<file path="src/design/tcfalu_pkg.sv">
`default_nettype none

package tcfalu_pkg;

    localparam int WORD_BITS = 64;

    // Opcodes of the input item
    localparam logic [2:0] OP_ADD = 3'd0;
    localparam logic [2:0] OP_SUB = 3'd1;
    localparam logic [2:0] OP_NEG = 3'd2;
    localparam logic [2:0] OP_MUL = 3'd3;
    localparam logic [2:0] OP_DIV = 3'd4;
    localparam logic [2:0] OP_CMP = 3'd5;

    // Compare codes
    localparam logic [1:0] ORD_EQ = 2'd0;
    localparam logic [1:0] ORD_GT = 2'd1;
    localparam logic [1:0] ORD_LT = 2'd2;

    // Work the back end has to do; DIRECT items carry a finished word
    typedef enum logic [1:0] {
        KIND_ADD,
        KIND_MUL,
        KIND_DIV,
        KIND_DIRECT
    } kind_t;

    typedef struct packed {
        kind_t                  kind;
        logic [WORD_BITS-1:0]   op_a;
        logic [WORD_BITS-1:0]   op_b;
        logic [WORD_BITS-1:0]   direct_word;
        logic [1:0]             order;
        logic                   div_zero;
    } item_t;

endpackage

`default_nettype wire

</file>
<file path="src/design/tcfalu_queue.sv">
`default_nettype none

module tcfalu_queue #(
    parameter int DEPTH = 4
) (
    input  logic              clk,
    input  logic              rst_n,
    input  logic              in_valid,
    output logic              in_ready,
    input  tcfalu_pkg::item_t in_item,
    output logic              out_valid,
    input  logic              out_ready,
    output tcfalu_pkg::item_t out_item
);

    localparam int PW = (DEPTH > 1) ? $clog2(DEPTH) : 1;
    localparam int CW = $clog2(DEPTH + 1);

    tcfalu_pkg::item_t entry_reg [DEPTH];
    logic [PW-1:0] wr_ptr_reg, wr_ptr_next, rd_ptr_reg, rd_ptr_next;
    logic [CW-1:0] count_reg, count_next;
    logic          push, pop;

    assign in_ready  = (count_reg != CW'(DEPTH));
    assign out_valid = (count_reg != '0);
    assign push      = in_valid && in_ready;
    assign pop       = out_valid && out_ready;
    assign out_item  = entry_reg[rd_ptr_reg];

    always_comb
    begin
        wr_ptr_next = wr_ptr_reg;
        rd_ptr_next = rd_ptr_reg;
        count_next  = count_reg;
        if (push)
            wr_ptr_next = (wr_ptr_reg == PW'(DEPTH - 1)) ? '0 : wr_ptr_reg + PW'(1);
        if (pop)
            rd_ptr_next = (rd_ptr_reg == PW'(DEPTH - 1)) ? '0 : rd_ptr_reg + PW'(1);
        if (push && !pop)
            count_next = count_reg + CW'(1);
        else if (pop && !push)
            count_next = count_reg - CW'(1);
    end

    always_ff @(posedge clk or negedge rst_n)
    begin
        if (!rst_n)
        begin
            wr_ptr_reg <= '0;
            rd_ptr_reg <= '0;
            count_reg  <= '0;
        end
        else
        begin
            wr_ptr_reg <= wr_ptr_next;
            rd_ptr_reg <= rd_ptr_next;
            count_reg  <= count_next;
        end
    end

    always_ff @(posedge clk)
    begin
        if (push)
            entry_reg[wr_ptr_reg] <= in_item;
    end

`ifndef SYNTHESIS
    a_count_bound: assert property (@(posedge clk) disable iff (!rst_n)
        count_reg <= CW'(DEPTH))
        else $error("queue count above depth");
    a_count_up: assert property (@(posedge clk) disable iff (!rst_n)
        (push && !pop) |=> count_reg == $past(count_reg) + CW'(1))
        else $error("queue count missed a push");
    a_count_down: assert property (@(posedge clk) disable iff (!rst_n)
        (pop && !push) |=> count_reg == $past(count_reg) - CW'(1))
        else $error("queue count missed a pop");
`endif

endmodule

`default_nettype wire

</file>
<file path="config.mk">
export PLATFORM = sky130hd
export DESIGN_NAME = tcfalu_queue
export DESIGN_NICKNAME = d
export VERILOG_FILES = /design/src/design/tcfalu_pkg.sv /design/src/design/tcfalu_queue.sv
export SDC_FILE = /design/constraint.sdc
export NUM_CORES = 1
export LEC_CHECK = 0
export ABC_AREA = 1
export BUFFER_PORTS_ARGS = -buffer_cell sky130_fd_sc_hd__buf_2
export CORE_MARGIN = 2
export CORE_UTILIZATION = 25
export CTS_BUF_LIST = sky130_fd_sc_hd__clkbuf_2
export CTS_CLUSTER_DIAMETER = 60
export DETAILED_ROUTE_END_ITERATION = 12
export HOLD_SLACK_MARGIN = 0.12
export SETUP_SLACK_MARGIN = 0.05
export SYNTH_ARGS = -nofsm -noshare
export SYNTH_HDL_FRONTEND = slang
export SYNTH_SLANG_ARGS = --single-unit
</file>
<file path="constraint.sdc">
create_clock -name clk -period 12.47 [get_ports clk]
set_input_delay 1.247 -clock clk [delete_from_list [all_inputs] [get_ports clk]]
set_output_delay 1.247 -clock clk [all_outputs]
set_load 0.01 [all_outputs]
</file>
### Word-level counts from Yosys, hierarchy flattened

Memory sizes are Yosys's and may differ from the RTL's.
Cells that the tools add are included.

* flip-flop bits (word level): 7
* bits in writable memories: 788
* memories: 1

Memory list
* entry_reg: words 4, bits a word 197, rd ports 1, clocked after memory_dff 0, wr ports 1, line tcfalu_queue.sv:19 `tcfalu_pkg::item_t entry_reg [DEPTH];`

* $add $sub $neg: 4
* equal/unequal tests: 3
* multiplexer cells: 6
* reduce and logical (&&, ||, !) cells: 8

Operator list (count)
* 3-bit two-way mux: 2
* 2-bit by 1-bit adder with 2-bit output, second input constant: 2
* 2-bit equality test, second input constant: 2
* 1-bit logical AND: 4
* 2-bit two-way mux: 2
* 3-bit by 1-bit adder with 3-bit output, second input constant: 1
* 3-bit != test, second input constant: 1
* 3-bit nonzero test: 1
* 3-bit by 1-bit subtractor with 3-bit output, second input constant: 1
* 1-bit zero test: 2
* 1-bit two-way mux: 2
* 2-bit nonzero test: 1

### Logic depth before layout (Yosys ltp)

* word-level depth: 6
* depth in mapped cells: 12
* depth with buffers taken out: 12

### Worst setup path after synthesis

No wires, ideal clock.

* path type: input to register
* from: input port in_valid
* to: memory entry_reg[0][0] (netlist bit), enable pin
* library setup time: 0.758 ns
* data arrival time: 9.564 ns
* data required time: 11.712 ns
* setup slack: 2.147 ns
* stages: 2
* buffers on the path: 0
* path through: nand2_1 -> nor2_1

* word-level cells in the longest chain between the ends: 3

Ends and longest elaborated chain
* start, declared: line tcfalu_queue.sv:8 `input logic in_valid,`
* 1-bit logical AND: line tcfalu_queue.sv:26 `assign push = in_valid && in_ready;`
* 1-bit two-way mux: line tcfalu_queue.sv:63 `if (push)`
* 1-bit two-way mux (implied by the code): line tcfalu_queue.sv:64 `entry_reg[wr_ptr_reg] <= in_item;`
* end, declared: line tcfalu_queue.sv:19

Every way passes these cells.

==> summary.md <==
| Metric | Value |
|---|---|
| Outcome | `finished clean` |
| All-Layer GR Usage | `0.110` |
| Seq/Total Area, Yosys | `0.745` |
| Adder-Cell Fraction of Synth Area | `0.00297` |
| Synth Area per Inst | `13.6 sq um` |
| Post-synth top cells | `edfxtp_1 (788), nand2_1 (606), inv_1 (407), o211ai_1 (295), o211ai_2 (99)` |
| Synth unique cells | `18` |
| FP Rows | `131` |
| Initial antenna violation count | `16` |
| CTS max path bufs | `3` |
| Nets | `3336` |
| Setup Buffers After CTS | `0` |
| Drt wl/cell | `about 15 um` |
| I/O Buffers | `399` |
| Static Leak | `around 16 nW` |
| Fin cells | `~4900` |
| Die area | `131000 sq um` |
| Routed vias/inst | `4.10` |
| H-Tree Depth | `4` |
| Pin count of the biggest net entering global routing | `211` |
| Ratio of final minimum period to clock period | `0.490` |
| Minimum clock period | `6.11 ns` |
| Setup_tns | `0 ns` |
| Placed Instances | `4312` |
| Final instance area | `about 40000 sq um` |
| RSZ-0062 raised after global routing | `no` |
| Largest family of logic cells by synthesized area | `compound AO/OA/AOI/OAI gates` |
| Total power | `between 0.008 and 0.009 W` |
| Filler Cell Count | `12673` |
| Pwr dens | `209 nW/um^2` |
| Arr. time, crit path | `4.87 ns` |
| Synth Register Bits | `about 800` |
| RD Place Congestion | `0.709` |
| Grt total ovfl | `0` |
| Total CTS buffers | `202` |
| EDFF count, synth | `a little under 800` |
| CTS root buf | `clkbuf_2` |
| Worst setup EP type | `primary output` |
| Pin slew with the least headroom to its limit | `1.04 ns` |
| Routed wire length | `73000 um` |
| Final Hold Fails | `0` |
| CP required | `11.22 ns` |
| Vias | `a little over 20000` |
| Max Transition Viols Final | `0` |
| Initial DRC count | `1181` |
| Area of the multi-input gates | `slightly below 6000 sq um` |
| DRC viols | `0` |
| Synthesized net count | `roughly 2600` |
| Yosys top cell area share | `0.739` |
| Top_reg_cell synth | `edfxtp_1` |
| Post-DRT Antenna Nets | `0` |
| Simple-gate share of the synthesized area | `0.0731` |
| Initial Util | `0.251` |
| Cell Area, Placed | `35600 sq um` |
| Synth top area cells | `edfxtp_1 (74%), nand2_1 (7.1%), o211ai_1 (6.9%), inv_1 (4.8%), o211ai_2 (3.9%)` |
| First-pass GRT wire length | `112000 um` |
| CTS Sinks | `795` |
| Crit Path Max Fanout | `~180` |
| Register area | `23800 sq um` |
| I/O Pins | `400` |
| Post-cts resize count | `0` |
| Clk_skew | `0.0920 ns` |
| Vias in the first global route | `20432` |
| Clk_lat worst skew | `1.52 ns` |
| Area leader, netlist | `edfxtp_1` |
| Mapped cell area | `between 30000 and 40000 sq um` |
| Hold bufs inserted after CTS | `274` |
| GR Layer Usage met2 | `0.178` |
| Max-Cap Viols | `0` |
| Post-synthesis mux area share | `0` |
| FMAX | `164 MHz` |
| Cell with the most instances after synthesis | `edfxtp_1` |
| Kind of critical path | `flip-flop to primary output` |
| Met1 usage | `0.125` |
| Worst Setup Start Kind | `flip-flop` |
| Max reg flops | `788` |
| CTS tree | `yes` |
| Die height | `362 um` |
| DPL Wire Length | `42200 um` |
| Synth warn | `0` |
| Clock edge transition at the registers on the reported setup and hold paths | `0.09 ns` |
| Min-Delay Path Class | `input port to flip-flop` |
| FFs w/ async S/R, synth | `0.00881` |
| Layout cells sized above 1 | `0.257` |
| Area Overhead vs Synth | `25.3%` |
| Worst IR Drop VDD | `0.250 mV` |
| Pre-antenna DRT Iters | `5` |
| Core area | `about 130000 sq um` |
| Grt met3 use | `0.0506` |
| GRT Max-Usage Layer | `met2` |
| Post-Syn Instances | `between 2000 and 2500` |
| Max transition margin | `0.307` |
| Synth Area in Compound Gates | `0.108` |
| Post-Synth XOR/XNOR Area | `0.000274` |
| Die Width | `362 um` |
| Final setup viols | `0` |
-- critical path, cell delays in order, from the launching register on --
cell and delay, ns:
dfrtp_4 0.98, buf_4 0.89, buf_12 0.54, nand2_1 0.17, o211ai_2 0.11, nand2_1 0.10, buf_2 0.15
-- power breakdown --
group | total, W | switching (W) | internal (W)
clock | 0.00170 | 0.00101 | 0.000694
combinational | 0.00302 | 0.00202 | 0.000992
sequential | 0.00369 | 0.000184 | 0.00350
total | 0.00840 | 0.00321 | 0.00519
-- final timing paths --
path	startpoint	to	slack [ns]	depth (start not counted)
worst max register to register	count_reg[0]	entry_reg[3][140]	8.76	7
min in group asynchronous	rst_n	wr_ptr_reg[1]	0.69	3
worst min-delay path	in_item[86]	entry_reg[0][86]	0.50	2
max in group asynchronous	rst_n	rd_ptr_reg[1]	11.46	3
worst min register to register	count_reg[2]	count_reg[2]	0.53	2
worst max-delay path	rd_ptr_reg[0]	out_item[79]	6.36	6
-- placed cells by master, fill, tap and decap left out --
cell type	instances
nand4_1	1
xnor2_1	1
clkinvlp_4	1
clkinv_1	20
o211ai_2	99
dfrtp_4	2
fa_1	1
dlygate4sd3_1	274
nand2_1	606
dfrtp_1	5
inv_2	3
buf_2	399
nand3_1	7
inv_6	3
ha_1	6
clkbuf_2	284
diode_2	8
inv_1	407
buf_4	21
bufinv_16	4
nor2_1	2
clkinv_4	3
inv_8	1
nor2_4	4
o21ai_0	1
clkinv_2	8
edfxtp_1	788
o211ai_1	295
buf_12	4
-- per-layer routing --
layer	part of all wire	up-vias
met3	0.092	145
met1	0.42	9544
li1	-	9881
met2	0.47	586
met4	0.026	12
met5	0.00092	-
-- metrics by stage --
step	util	hold WS, ns	setup slack (ns)
final	0.315	0.503	6.36
after global routing	0.315	0.219	5.80
after global placement	0.280	0.483	8.02
after CTS	0.315	0.120	6.03
after floorplan	-	0.463	2.15
after detailed placement	0.280	0.501	7.97
-- cell families after synthesis --
| group | count (synthesis) |
|---|---|
| compound gates | 395 |
| xor+xnor | 1 |
| fa+ha+maj | 7 |
| buf+inv | 539 |
| flops | 795 |
| simple gates | 620 |
-- cell type report --
cell class / instances / share of cell area
flip-flops and latches: 795 / 0.594
multi-input cells: 1023 / 0.148
repair buffers: 698 / 0.124
well taps: 1662 / 0.0518
inverters: 408 / 0.0384
clock buffers: 284 / 0.0354
clock inverters: 42 / 0.00764
diodes: 8 / 0.000499
(Power assumes the default switching activity.)
