### src/design/tcfalu_pkg.sv
`default_nettype none

package tcfalu_pkg;

    localparam int WORD_BITS = 64;

    // Opcodes of the input item
    localparam logic [2:0] OP_ADD = 3'd0;
    localparam logic [2:0] OP_SUB = 3'd1;
    localparam logic [2:0] OP_NEG = 3'd2;
    localparam logic [2:0] OP_MUL = 3'd3;
    localparam logic [2:0] OP_DIV = 3'd4;
    localparam logic [2:0] OP_CMP = 3'd5;

    // Compare codes
    localparam logic [1:0] ORD_EQ = 2'd0;
    localparam logic [1:0] ORD_GT = 2'd1;
    localparam logic [1:0] ORD_LT = 2'd2;

    // Work the back end has to do; DIRECT items carry a finished word
    typedef enum logic [1:0] {
        KIND_ADD,
        KIND_MUL,
        KIND_DIV,
        KIND_DIRECT
    } kind_t;

    typedef struct packed {
        kind_t                  kind;
        logic [WORD_BITS-1:0]   op_a;
        logic [WORD_BITS-1:0]   op_b;
        logic [WORD_BITS-1:0]   direct_word;
        logic [1:0]             order;
        logic                   div_zero;
    } item_t;

endpackage

`default_nettype wire

### src/design/tcfalu_front.sv
`default_nettype none

module tcfalu_front #(
    parameter int SIG_BITS = 41,
    parameter int EXP_BITS = 23
) (
    input  logic                                clk,
    input  logic                                rst_n,
    input  logic                                s_valid,
    output logic                                s_ready,
    input  logic [2:0]                          opcode,
    input  logic [tcfalu_pkg::WORD_BITS-1:0]    operand_a,
    input  logic [tcfalu_pkg::WORD_BITS-1:0]    operand_b,
    output logic                                item_valid,
    input  logic                                item_ready,
    output tcfalu_pkg::item_t                   item
);

    localparam int WB = tcfalu_pkg::WORD_BITS;
    localparam logic [WB-1:0] SMASK = (WB'(1) << SIG_BITS) - WB'(1);
    localparam logic [WB-1:0] EMASK = (WB'(1) << EXP_BITS) - WB'(1);
    localparam logic [WB-1:0] EMAX  = EMASK >> 1;
    localparam logic [WB-1:0] WORD_MAX = (EMAX << SIG_BITS) | (SMASK >> 1);
    localparam logic [WB-1:0] WORD_MIN = (EMAX << SIG_BITS) | (WB'(1) << (SIG_BITS - 1));

    tcfalu_pkg::item_t item_reg, item_next;
    logic              valid_reg, valid_next;
    logic              load;

    logic [WB-1:0] b_sig, neg_word, xa, xb;
    logic [1:0]    order_cmp;

    assign s_ready = !valid_reg || item_ready;
    assign load    = s_valid && s_ready;

    always_comb
    begin
        b_sig    = operand_b & SMASK;
        neg_word = (((operand_b >> SIG_BITS) & EMASK) << SIG_BITS) | ((WB'(0) - b_sig) & SMASK);
        xa       = (operand_a >> SIG_BITS) & EMASK;
        xb       = (operand_b >> SIG_BITS) & EMASK;

        // raw unsigned field order, exponent first
        if (operand_a == operand_b)
            order_cmp = tcfalu_pkg::ORD_EQ;
        else if (xa > xb)
            order_cmp = tcfalu_pkg::ORD_GT;
        else if (xa < xb)
            order_cmp = tcfalu_pkg::ORD_LT;
        else if ((operand_a & SMASK) > b_sig)
            order_cmp = tcfalu_pkg::ORD_GT;
        else
            order_cmp = tcfalu_pkg::ORD_LT;

        item_next.kind        = tcfalu_pkg::KIND_DIRECT;
        item_next.op_a        = operand_a;
        item_next.op_b        = operand_b;
        item_next.direct_word = '0;
        item_next.order       = tcfalu_pkg::ORD_EQ;
        item_next.div_zero    = 1'b0;

        case (opcode)
            tcfalu_pkg::OP_ADD: item_next.kind = tcfalu_pkg::KIND_ADD;
            tcfalu_pkg::OP_SUB:
            begin
                item_next.kind = tcfalu_pkg::KIND_ADD;
                item_next.op_b = neg_word;
            end
            tcfalu_pkg::OP_NEG: item_next.direct_word = neg_word;
            tcfalu_pkg::OP_MUL: item_next.kind = tcfalu_pkg::KIND_MUL;
            tcfalu_pkg::OP_DIV:
            begin
                if (b_sig == '0)
                begin
                    item_next.div_zero    = 1'b1;
                    item_next.direct_word = operand_a[SIG_BITS-1] ? WORD_MIN : WORD_MAX;
                end
                else
                begin
                    item_next.kind = tcfalu_pkg::KIND_DIV;
                end
            end
            tcfalu_pkg::OP_CMP: item_next.order = order_cmp;
            default: ;
        endcase
    end

    always_comb
    begin
        if (load)
            valid_next = 1'b1;
        else if (item_ready)
            valid_next = 1'b0;
        else
            valid_next = valid_reg;
    end

    always_ff @(posedge clk or negedge rst_n)
    begin
        if (!rst_n)
            valid_reg <= 1'b0;
        else
            valid_reg <= valid_next;
    end

    always_ff @(posedge clk)
    begin
        if (load)
            item_reg <= item_next;
    end

    assign item_valid = valid_reg;
    assign item       = item_reg;

endmodule

`default_nettype wire

### config.mk
export PLATFORM = sky130hd
export DESIGN_NAME = tcfalu_front
export DESIGN_NICKNAME = d
export VERILOG_FILES = /design/src/design/tcfalu_pkg.sv /design/src/design/tcfalu_front.sv
export SDC_FILE = /design/constraint.sdc
export NUM_CORES = 1
export LEC_CHECK = 0
export BUFFER_PORTS_ARGS = -buffer_cell sky130_fd_sc_hd__buf_4
export CORE_ASPECT_RATIO = 1.75
export CORE_MARGIN = 2
export CORE_UTILIZATION = 30
export CTS_BUF_LIST = sky130_fd_sc_hd__clkbuf_8 sky130_fd_sc_hd__clkbuf_16
export DETAILED_ROUTE_END_ITERATION = 8
export PLACE_DENSITY = 0.61
export SYNTH_ARGS = -nofsm -noshare
export SYNTH_HDL_FRONTEND = slang
export SYNTH_SLANG_ARGS = --single-unit
### constraint.sdc
create_clock -name clk -period 11 [get_ports clk]
set_input_delay 2.75 -clock clk [delete_from_list [all_inputs] [get_ports clk]]
set_output_delay 2.75 -clock clk [all_outputs]
set_load 0.05 [all_outputs]
Word-level counts from Yosys, hierarchy flattened
Cells that the tools add are included.

storage, ports and cells
  register bits after elaboration = 198
  input port bits = 135
  output and inout bits = 199
  word-level logic and storage cells = 41

cells by class
  add/subtract/negate cells = 1
  $lt $le $gt $ge = 3
  equal/unequal tests = 6
  mux-type cells = 12
  bitwise gates (word level) = 2
  reduce and logical (&&, ||, !) cells = 9

operators by type and width
  kind                                                  number
  case mux 64 bit (2 select lines)                      1
  equality test 64 bit                                  1
  logical NOT 64 bit                                    1
  2-to-1 mux 64 bit                                     1
  OR 64 x 41 -> 64 bit                                  1
  2-to-1 mux 63 bit                                     1
  > comparator 41 bit                                   1
  2-to-1 mux 41 bit                                     1
  subtractor 1 x 41 -> 41 bit (first input constant)    1
  > comparator 23 bit                                   1
  < comparator 23 bit                                   1
  equality test 3 x 2 -> 1 bit (second input constant)  2
  equality test 3 bit (second input constant)           2
  case mux 2 bit (3 select lines)                       1
  2-to-1 mux 1 bit                                      5
  2-to-1 mux 2 bit                                      2
  OR reduction 2 bit                                    2
  equality test 3 x 1 -> 1 bit (second input constant)  1
  logical NOT 3 bit                                     1
  OR reduction 3 bit                                    1
  nonzero test 2 bit                                    1
  logical AND 1 bit                                     1
  logical NOT 1 bit                                     1
  logical OR 1 bit                                      1
  inverter 1 bit                                        1

Depth between registers and ports, before layout
Gate-level depths: netlist of the first run.

  depth in word-level cells = 4
  mapped depth = 10
  depth with buffers taken out = 8

Least setup slack after synthesis of the first run
Ideal clock, no wire load.

  kind = input port to flip-flop
  start = in item_ready
  end = reg item_reg (netlist bit item[0]) (enable)
  setup time = 581 ps
  arrival time = 7770 ps
  data required time = 10419 ps
  path slack = 2649 ps
  stages on the path = 2
  buffers on the path = 0
  path through = nand2b_1 > and2_1

between the ends
  longest elaborated chain between the ends = 2

ends and longest elaborated chain
  what                  line                 RTL
  start, declared       tcfalu_front.sv:15   input logic item_ready,
  logical OR 1 bit      tcfalu_front.sv:33   assign s_ready = !valid_reg || item_ready;
  logical AND 1 bit     tcfalu_front.sv:34   assign load = s_valid && s_ready;
  named net load        tcfalu_front.sv:28   logic load;
  end signal, assigned  tcfalu_front.sv:109  item_reg <= item_next;
  end, declared         tcfalu_front.sv:26   tcfalu_pkg::item_t item_reg, item_next;

The timed path passes the listed nets, and every way through them passes these cells.
A chain may end at the register's enable or synchronous reset.

Worst setup path in the final report of the first run
  start = in item_ready
  end = out s_ready

between the ends
  longest elaborated chain between the ends = 1

ends and longest elaborated chain
  what              line                RTL
  logical OR 1 bit  tcfalu_front.sv:33
  end, declared     tcfalu_front.sv:10  output logic s_ready,

No other way between the ends.

==> summary.md, run 1 <==
| Metric | Value |
|---|---|
| Iter 0 DRT Violations | between 200 and 300 |
| Total number of vias | just under 7000 |
| Status | finished, final reports clean |
| Mapped cell area | 0.009534 mm^2 |
| Switching Share | between 30% and 40% |
| # DRC | 0 |
| Slew Viols, Final | 0 |
| Compound-Gate Fraction of Synth Area | 8.123% |
| Gate Count Post-Synth | just over 700 |
| Layout cell share with drive strength beyond 1 | between 30% and 40% |
| Max reg flops | about 200 |
| Crit path kind | in -> out |
| Final critical-path share of the clock period | 54.31% |
| Synth Area in Simple Gates | 10.47% |
| Vias in the first global route | between 7000 and 8000 |
| Wire per inst | between 20 and 25 um |
| Int Power | 1.307 mW |
| Post-synthesis xor/xnor area fraction | under 10% |
| First-pass GRT wire length | around 43 mm |
| Total negative slack | 0 ps |
| Comb pwr share | 20.2% |
| Clk root buf | clkbuf_16 |
| Fin util | between 40 and 50% |
| Worst r2r src | item_valid |
| Reg2reg end | item[192] |
| Register area share after synthesis | between 60 and 70% |
| CP bufs+invs | 2 |
| PwrDens | between 100 and 150 mW/mm^2 |
| Asr flop ratio synth | less than 1% |
| Yosys reg bits | between 150 and 200 |
| Clk sinks | 198 |
| Clk buf depth | 2 |
| Top cell type's share of synthesized area | 62.05% |
| IO Count | between 300 and 400 |
| Die Y | 239.8 um |
| CP endpoint | s_ready |
| CP startpoint kind | primary input |
| Post-DP HPWL | about 23 mm |
| Worst min path class | reg -> reg |
| Cell family with most CP delay | buffers and inverters |
| Drt total wl | ~30 mm |
| Antenna violations before repair | 1 |
| Max cap viols | 0 |
| Worst-Skew Late Latency | approximately 440 ps |
| Setup-failing EPs final | 0 |
| Distinct cells, synth | 54 |
| EDFF count, synth | around 200 |
| CP Launch Point | item_ready |
| DRT Pass-1 Iters | 6 |
| Leakage Power | 5.460 nW |
| Vias per cell | 4.754 |
| Core ar. | about 0.031 mm^2 |
| Critical Path End Type | primary output |
| Final nets | about 1300 |
| Crit path top cell by count | buf_4 |
| Mapped Avg Cell Area | ~13 um^2 |
| Yosys warning count | 0 |
| Sequential share of power | roughly 47% |
| Post_cts resized | 0 |
| Commonest non-fill, non-tap cells in the layout | buf_4, edfxtp_1, xnor2_1 |
| Synth area leader | edfxtp_1 |
| Cts bufs inserted | 17 |
| Die area | ~0.033 mm^2 |
| Power Total | around 1.9 mW |
| FMAX | 0.1674 GHz |
| H-tree levels | 4 |
| Top_reg_cell synth | edfxtp_1 |
| RSZ-0062 raised after global routing | no |
| Synth Area in Adders | between 8 and 9% |
| CP Depth | 3 |
| Hold_buf cts | 0 |
| GR Overflow Total | 0 |
| Fill cells | between 3000 and 4000 |
| Clock share of power | between 30 and 40% |
| R2r setup slk | 8450 ps |
| Max IR drop VDD | 0.0001133 V |
| Area Overhead vs Synth | 36.57% |
| CTS tree | done |
| Crit path required time | between 8000 and 9000 ps |
| Switch Pwr | between 0.5 and 0.6 mW |
| GRT Total Usage | 17.57% |
| Die W | 138.8 um |
| Ant. Diodes | 0 |
| Slew @ Worst Pin | ~1300 ps |
| Largest family of logic cells by synthesized area | simple AND/OR/NAND/NOR gates |
| R2R cell count | 3 |
| CP max-delay cell | buf_4 |
| Total setup buffers inserted after CTS | 0 |
| Crit path DAT | ~3200 ps |
| Largest net degree at the start of global routing | a little under 80 |
| Multiplexer area fraction after synthesis | 0% |
| Final hold viol count | 0 |
| Period minus WS final | 5975 ps |
| Clock-pin transition on the worst setup and hold timing paths | about 80 ps |
| Initial Utilization | a little under a third |
| Sequence of cells on the critical path | buf_4 > nand2b_1 > buf_4 |
| Commonest non-fill, non-tap cell in the layout | buf_4 |
| ANT nets after route | 0 |
| Final Skew | about 6.7 ps |
| IO buf count | between 300 and 400 |
| Gpl congestion | 0.8143 |
| Syn Nets | between 900 and 1000 |
| Worst-path fanout max | 3 |
| Slowest stage delay, CP | 200 ps |
| Area contributors post-synth | edfxtp_1, ha_1, xnor2_1 |
| Relative slew slack | between 10% and 20% |
| Num rows | between 80 and 90 |
==> logic make-up after synthesis <==
kind of cell | Yosys count
compound gates | 118
xor+xnor | 72
fa+ha+maj | 65
buf+inv | 91
flops | 198
simple gates | 180
==> worst reg2reg max path: cells and delay by family (launching register included) <==
kind | cells | cell delay, ps
buf+inv | 1 | 920
flops | 1 | 380
simple gates | 2 | 790
==> power by group through the flow <==
stage	logic [mW]	registers, mW	clock network, mW
2_1_floorplan	0.0914	1.06	0
3_3_place_gp	0.383	0.909	0
3_5_place_dp	0.387	0.910	0
6_report	0.383	0.893	0.624
5_1_grt	0.407	0.897	0.671
4_1_cts	0.388	0.893	0.646
==> through the flow <==
| step | setup slack [ps] | std cells | cell area (um^2) | hold slack [ps] |
|---|---|---|---|---|
| after detailed placement | 4499 | 1433 | 12440 | 535.4 |
| final | 5025 | 1465 | 13020 | 548.9 |
| after global routing | 4738 | 1465 | 13020 | 599.9 |
| after CTS | 4998 | 1465 | 13020 | 557.3 |
| after global placement | 4558 | 1433 | 12440 | 516.1 |
| after floorplan | 2649 | 724 | 9534 | 1175 |
==> synth_stat cells, types with 3 or more instances <==
| master | number |
|---|---|
| a211oi_1 | 3 |
| a21o_1 | 8 |
| a21oi_1 | 20 |
| and3_1 | 3 |
| buf_2 | 4 |
| buf_6 | 4 |
| clkbuf_1 | 15 |
| edfxtp_1 | 197 |
| ha_1 | 65 |
| inv_1 | 68 |
| nand2_1 | 39 |
| nand2b_1 | 9 |
| nand3_1 | 20 |
| nand4_1 | 15 |
| nor2_1 | 33 |
| nor3_1 | 13 |
| nor4_1 | 10 |
| nor4_2 | 4 |
| o21ai_0 | 31 |
| o21ai_1 | 11 |
| o21ai_2 | 26 |
| o31ai_1 | 4 |
| or2_2 | 3 |
| or3_1 | 7 |
| or4_1 | 6 |
| xnor2_1 | 71 |
==> worst min-delay path by stage <==
stage / start / endpoint / slack, ps / cells after the start
5_1_grt: item_valid / item_valid / 600 / 2
3_3_place_gp: item_valid / item_valid / 520 / 2
6_report: item_valid / item_valid / 550 / 2
4_1_cts: item_valid / item_valid / 560 / 2
3_5_place_dp: item_valid / item_valid / 540 / 2
2_1_floorplan: item_valid / item_valid / 1180 / 2
==> layout make-up <==
type	count	area [um^2]	area share, %
Sequential cell	198	5941	45.62
Clock buffer	17	425.4	3.267
Tap cell	396	495.5	3.805
Inverter	68	255.2	1.960
Multi-Input combinational cell	435	3227	24.78
Clock inverter	15	155.1	1.192
Timing Repair Buffer	336	2522	19.37
==> per-layer routing <==
| metal | GRT usage (%) | part of all wire [%] | up-vias |
|---|---|---|---|
| li1 | - | - | 3317 |
| met1 | 17.29 | 35 | 3334 |
| met2 | 33.50 | 55 | 265 |
| met3 | 4.238 | 5.9 | 46 |
| met4 | 9.581 | 3.9 | 2 |
| met5 | 0 | 0.040 | - |
(Power assumes the default switching activity.)
==> inputs of run 2 (changes only) <==
- clock period: 11 -> 5.9 ns (I/O delays scaled with it)
==> summary.md, run 2 (synthesis gave the netlist of run 1 again) <==
| Metric | Value |
|---|---|
| Clk sinks | between 150 and 200 |
| Max cap viols | 0 |
| Cts bufs inserted | 17 |
| Clk buf depth | 2 |
| Wire per inst | 20.49 um |
| Fill cells | ~3000 |
| IO Count | 334 |
| Crit path required time | ~6000 ps |
| GRT Total Usage | 17.82% |
| Total setup buffers inserted after CTS | 0 |
| Worst r2r src | item_valid |
| Layout cell share with drive strength beyond 1 | 38.71% |
| Worst-path fanout max | 40 |
| Final nets | roughly 1300 |
| CP endpoint | item[40] |
| Ant. Diodes | 0 |
| Vias per cell | between 4 and 5 |
| Num rows | 86 |
| Critical Path End Type | flop |
| RSZ-0062 raised after global routing | no |
| Storage element area | between 0.005 and 0.006 mm^2 |
| GR Overflow Total | 0 |
| Commonest non-fill, non-tap cells in the layout | buf_4, edfxtp_1, xnor2_1 |
| Multi-input logic area | around 0.0032 mm^2 |
| Vias in the first global route | 7309 |
| CP startpoint kind | primary input |
| ANT nets after route | 0 |
| Slew Viols, Final | 0 |
| Die Y | approximately 240 um |
| Hold_buf cts | 0 |
| # DRC | 0 |
| R2r setup slk | about 4000 ps |
| Total negative slack | 0 ps |
| Worst-Skew Late Latency | 460 ps |
| Relative slew slack | 28.84% |
| Reg2reg end | item[12] |
| Crit path DAT | 4640 ps |
| FMAX | between 0.2 and 0.25 GHz |
| Max reg flops | ~200 |
| Clock-pin transition on the worst setup and hold timing paths | around 80 ps |
| Status | finished, final reports clean |
| DRT Pass-1 Iters | 6 |
| Final Non-Filler Cells | 1468 |
| Worst min path class | reg -> reg |
| PwrDens | 273.4 mW/mm^2 |
| Iter 0 DRT Violations | about 270 |
| Antenna violations before repair | 0 |
| CTS tree | done |
| Placed cells | 1436 |
| R2R cell count | 3 |
| Leakage Power | roughly 5.5 nW |
| Crit path kind | in -> reg |
| Final hold viol count | 0 |
| Final Skew | around 12 ps |
| Final critical-path share of the clock period | around three quarters |
| Commonest non-fill, non-tap cell in the layout | buf_4 |
| CP Launch Point | operand_b[0] |
| Post_cts resized | 0 |
| Total number of vias | around 7000 |
| IO buf count | between 300 and 400 |
| Initial Utilization | just over 30% |
| Largest net degree at the start of global routing | 65 |
| Period minus WS final | around 4400 ps |
| Gpl congestion | 0.8254 |
| Die W | between 100 and 150 um |
| Area Overhead vs Synth | 37.02% |
| Post-DP HPWL | about 23 mm |
| Clk root buf | clkbuf_16 |
| Core ar. | roughly 0.031 mm^2 |
| Drt total wl | 30.08 mm |
| Die area | ~0.033 mm^2 |
| Slew @ Worst Pin | roughly 1000 ps |
| First-pass GRT wire length | 43.71 mm |
| Setup-failing EPs final | 0 |
| H-tree levels | 4 |
| Max IR drop VDD | 0.0001897 V |
## run 2: routing by layer
layer	share of wire (%)	vias up	wire length [um]	GRT usage, %
met5	0	-	0	0
met4	2.9	0	866	7.071
met3	6.2	37	1855	4.858
met2	56	269	16850	34.71
met1	35	3414	10510	17.64
li1	-	3318	-	-
## run 2: metrics by stage
step	total power [mW]	utilization, %	cell area (um^2)	hold slack [ps]	setup WS [ps]
after floorplan	2.136	-	9535	1175	990.0
after global placement	2.413	39.67	12460	516.0	1149
after detailed placement	2.421	39.67	12460	553.6	1082
after CTS	3.622	41.58	13060	575.3	1562
after global routing	3.714	41.58	13060	617.6	1378
final	3.572	41.58	13060	566.6	1538
## run 2: critical path, stage by stage
cell	delay, ps
buf_4	130
inv_1	80
ha_1	230
nor3b_2	390
nand2_1	230
or4_1	810
nand4b_2	320
buf_4	250
or2_4	490
o31ai_1	170
## run 2: layout make-up
cell class	count	share of cell area, %
flip-flops and latches	198	45.47
clock buffers	17	3.256
well taps	396	3.793
clock inverters	15	1.341
multi-input cells	435	24.70
repair buffers	339	19.48
inverters	68	1.954
## run 2: how the worst min path moves through the flow
stage	start	endpoint	cells past startpoint
after global routing	item_valid	item_valid	2
after global placement	item_valid	item_valid	2
after floorplan	item_valid	item_valid	2
after detailed placement	item_valid	item_valid	2
after CTS	item_valid	item_valid	2
final	item_valid	item_valid	2
## run 2: report_power, final
part           total (mW)  internal [mW]  switching [mW]
Sequential           1.66           1.64          0.0212
Clock                1.19          0.577           0.614
Combinational       0.719          0.229           0.490
Total                3.57           2.45            1.13
==> inputs of run 3 (changes only) <==
- clock period: 5.9 -> 4.35 ns (I/O delays scaled with it)
==> summary.md, run 3 (synthesis gave the netlist of run 1 again) <==
| Metric | Value |
|---|---|
| Crit path kind | in -> reg |
| Final critical-path share of the clock period | a little under nine tenths |
| Clk buf depth | 2 |
| Iter 0 DRT Violations | 267 |
| Total negative slack | 0 ps |
| Status | finished, final reports clean |
| Clock share of power | roughly a third |
| # DRC | 0 |
| Clk root buf | clkbuf_16 |
| CTS tree | done |
| Max IR drop VDD | between 0.0002 and 0.0003 V |
| Switching Share | between 30% and 40% |
| Die Y | 239.8 um |
| Period minus WS final | ~3700 ps |
| Die W | around 140 um |
| Commonest non-fill, non-tap cell in the layout | buf_4 |
| FMAX | 0.2682 GHz |
| GR Overflow Total | 0 |
| Vias per cell | 4.733 |
| Total number of vias | 6990 |
| Worst-path fanout max | 4 |
| Slew Viols, Final | 0 |
| H-tree levels | 4 |
| Slew @ Worst Pin | 953.1 ps |
| Commonest non-fill, non-tap cells in the layout | buf_4, edfxtp_1, xnor2_1 |
| Sequential share of power | between 40 and 50% |
| Comb pwr share | between 20% and 30% |
| CP startpoint kind | primary input |
| Hold_buf cts | 0 |
| Drt total wl | approximately 30 mm |
| Storage element area | 0.005941 mm^2 |
| Area Overhead vs Synth | 37.77% |
| Leakage Power | roughly 5.5 nW |
| Ant. Diodes | 0 |
| Worst Hold Margin | 404.5 ps |
| Final nets | 1268 |
| Worst-Skew Late Latency | roughly 450 ps |
| Fill cells | 2992 |
| Relative slew slack | between 30 and 40% |
| Gpl congestion | between 0.7 and 0.8 |
| GRT Total Usage | around 18% |
| Total setup buffers inserted after CTS | 0 |
| Clock-pin transition on the worst setup and hold timing paths | 80 ps |
| Layout cell share with drive strength beyond 1 | slightly below 40% |
| Setup-failing EPs final | 0 |
| Largest net degree at the start of global routing | 59 |
| First-pass GRT wire length | ~44 mm |
| Antenna violations before repair | 0 |
| Post_cts resized | 0 |
| IO Count | about 330 |
| Final hold viol count | 0 |
| Max reg flops | about 200 |
| Core ar. | around 0.031 mm^2 |
| Vias in the first global route | roughly 7400 |
| Initial Utilization | 30.34% |
| IO buf count | roughly 330 |
| Worst min path class | in -> async |
| RSZ-0062 raised after global routing | no |
| ANT nets after route | 0 |
| Critical Path End Type | flop |
| Multi-input logic area | between 0.003 and 0.004 mm^2 |
| DRT Pass-1 Iters | 5 |
| Cts bufs inserted | 17 |
| Switch Pwr | ~1.5 mW |
| Crit path DAT | about 4000 ps |
| Int Power | 3.351 mW |
| PwrDens | approximately 370 mW/mm^2 |
| Num rows | 86 |
| Crit path required time | 4570 ps |
| Wire per inst | between 20 and 25 um |
| Clk sinks | 198 |
| Max cap viols | 0 |
| Final Skew | about 14 ps |
| Power Total | between 4 and 5 mW |
| Post-DP HPWL | 23.40 mm |
| Die area | 0.03328 mm^2 |
==> run 3: cell types whose count changed in the layout (fill, tap and decap cells not counted), sizes merged <==
cell / delta
clkinvlp: -1
clkinv: +3
buf: +9
inv: -3
bufinv: +1
==> run 3: path summary, 6_finish.rpt <==
kind                       slack, ps  cells after the start         end           from
max reg2reg                     2500                      3   item[138]     item_valid
max                              620                      9     item[2]  operand_b[39]
min in group clk                 560                      2  item_valid     item_valid
min reg2reg                      560                      2  item_valid     item_valid
min                              400                      1  item_valid          rst_n
max in group asynchronous       3870                      1  item_valid          rst_n
==> run 3: per-stage QoR <==
step	cell area (um^2)	std cells	setup slack [ps]	utilization (%)
2_1_floorplan	9537	724	870.7	-
4_1_cts	13140	1477	414.8	41.80
3_3_place_gp	12570	1445	-140.0	40.00
3_5_place_dp	12570	1445	-64.25	40.00
5_1_grt	13140	1477	327.4	41.80
6_report	13140	1477	621.2	41.80
==> run 3: layout make-up <==
type	instances	share of cell area, %
Inverter	68	1.943
Tap cell	396	3.772
Multi-Input combinational cell	435	24.57
Clock buffer	17	3.239
Timing Repair Buffer	348	20.18
Clock inverter	15	1.076
Sequential cell	198	45.23
==> run 3: critical path: stages <==
cell       delay, ps
buf_4            130
inv_1             70
ha_1             300
nand4_1          170
nor4_1           810
nor4bb_1         740
o31a_1           280
a2111oi_0         90
o21ba_2          270
==> run 3: per-layer routing <==
| layer | track usage (%) | part of all wire [%] |
|---|---|---|
| met3 | 4.898 | 5.9 |
| met5 | 0 | 0 |
| met1 | 18.28 | 36 |
| met4 | 7.346 | 3.3 |
| met2 | 34.21 | 55 |
==> run 3: power by group through the flow <==
stage,Clock (mW),Combinational [mW],Sequential [mW]
2_1_floorplan,0,0.232,2.66
3_3_place_gp,0,0.988,2.30
3_5_place_dp,0,0.999,2.30
4_1_cts,1.63,1.00,2.26
5_1_grt,1.70,1.05,2.26
6_report,1.58,0.990,2.25
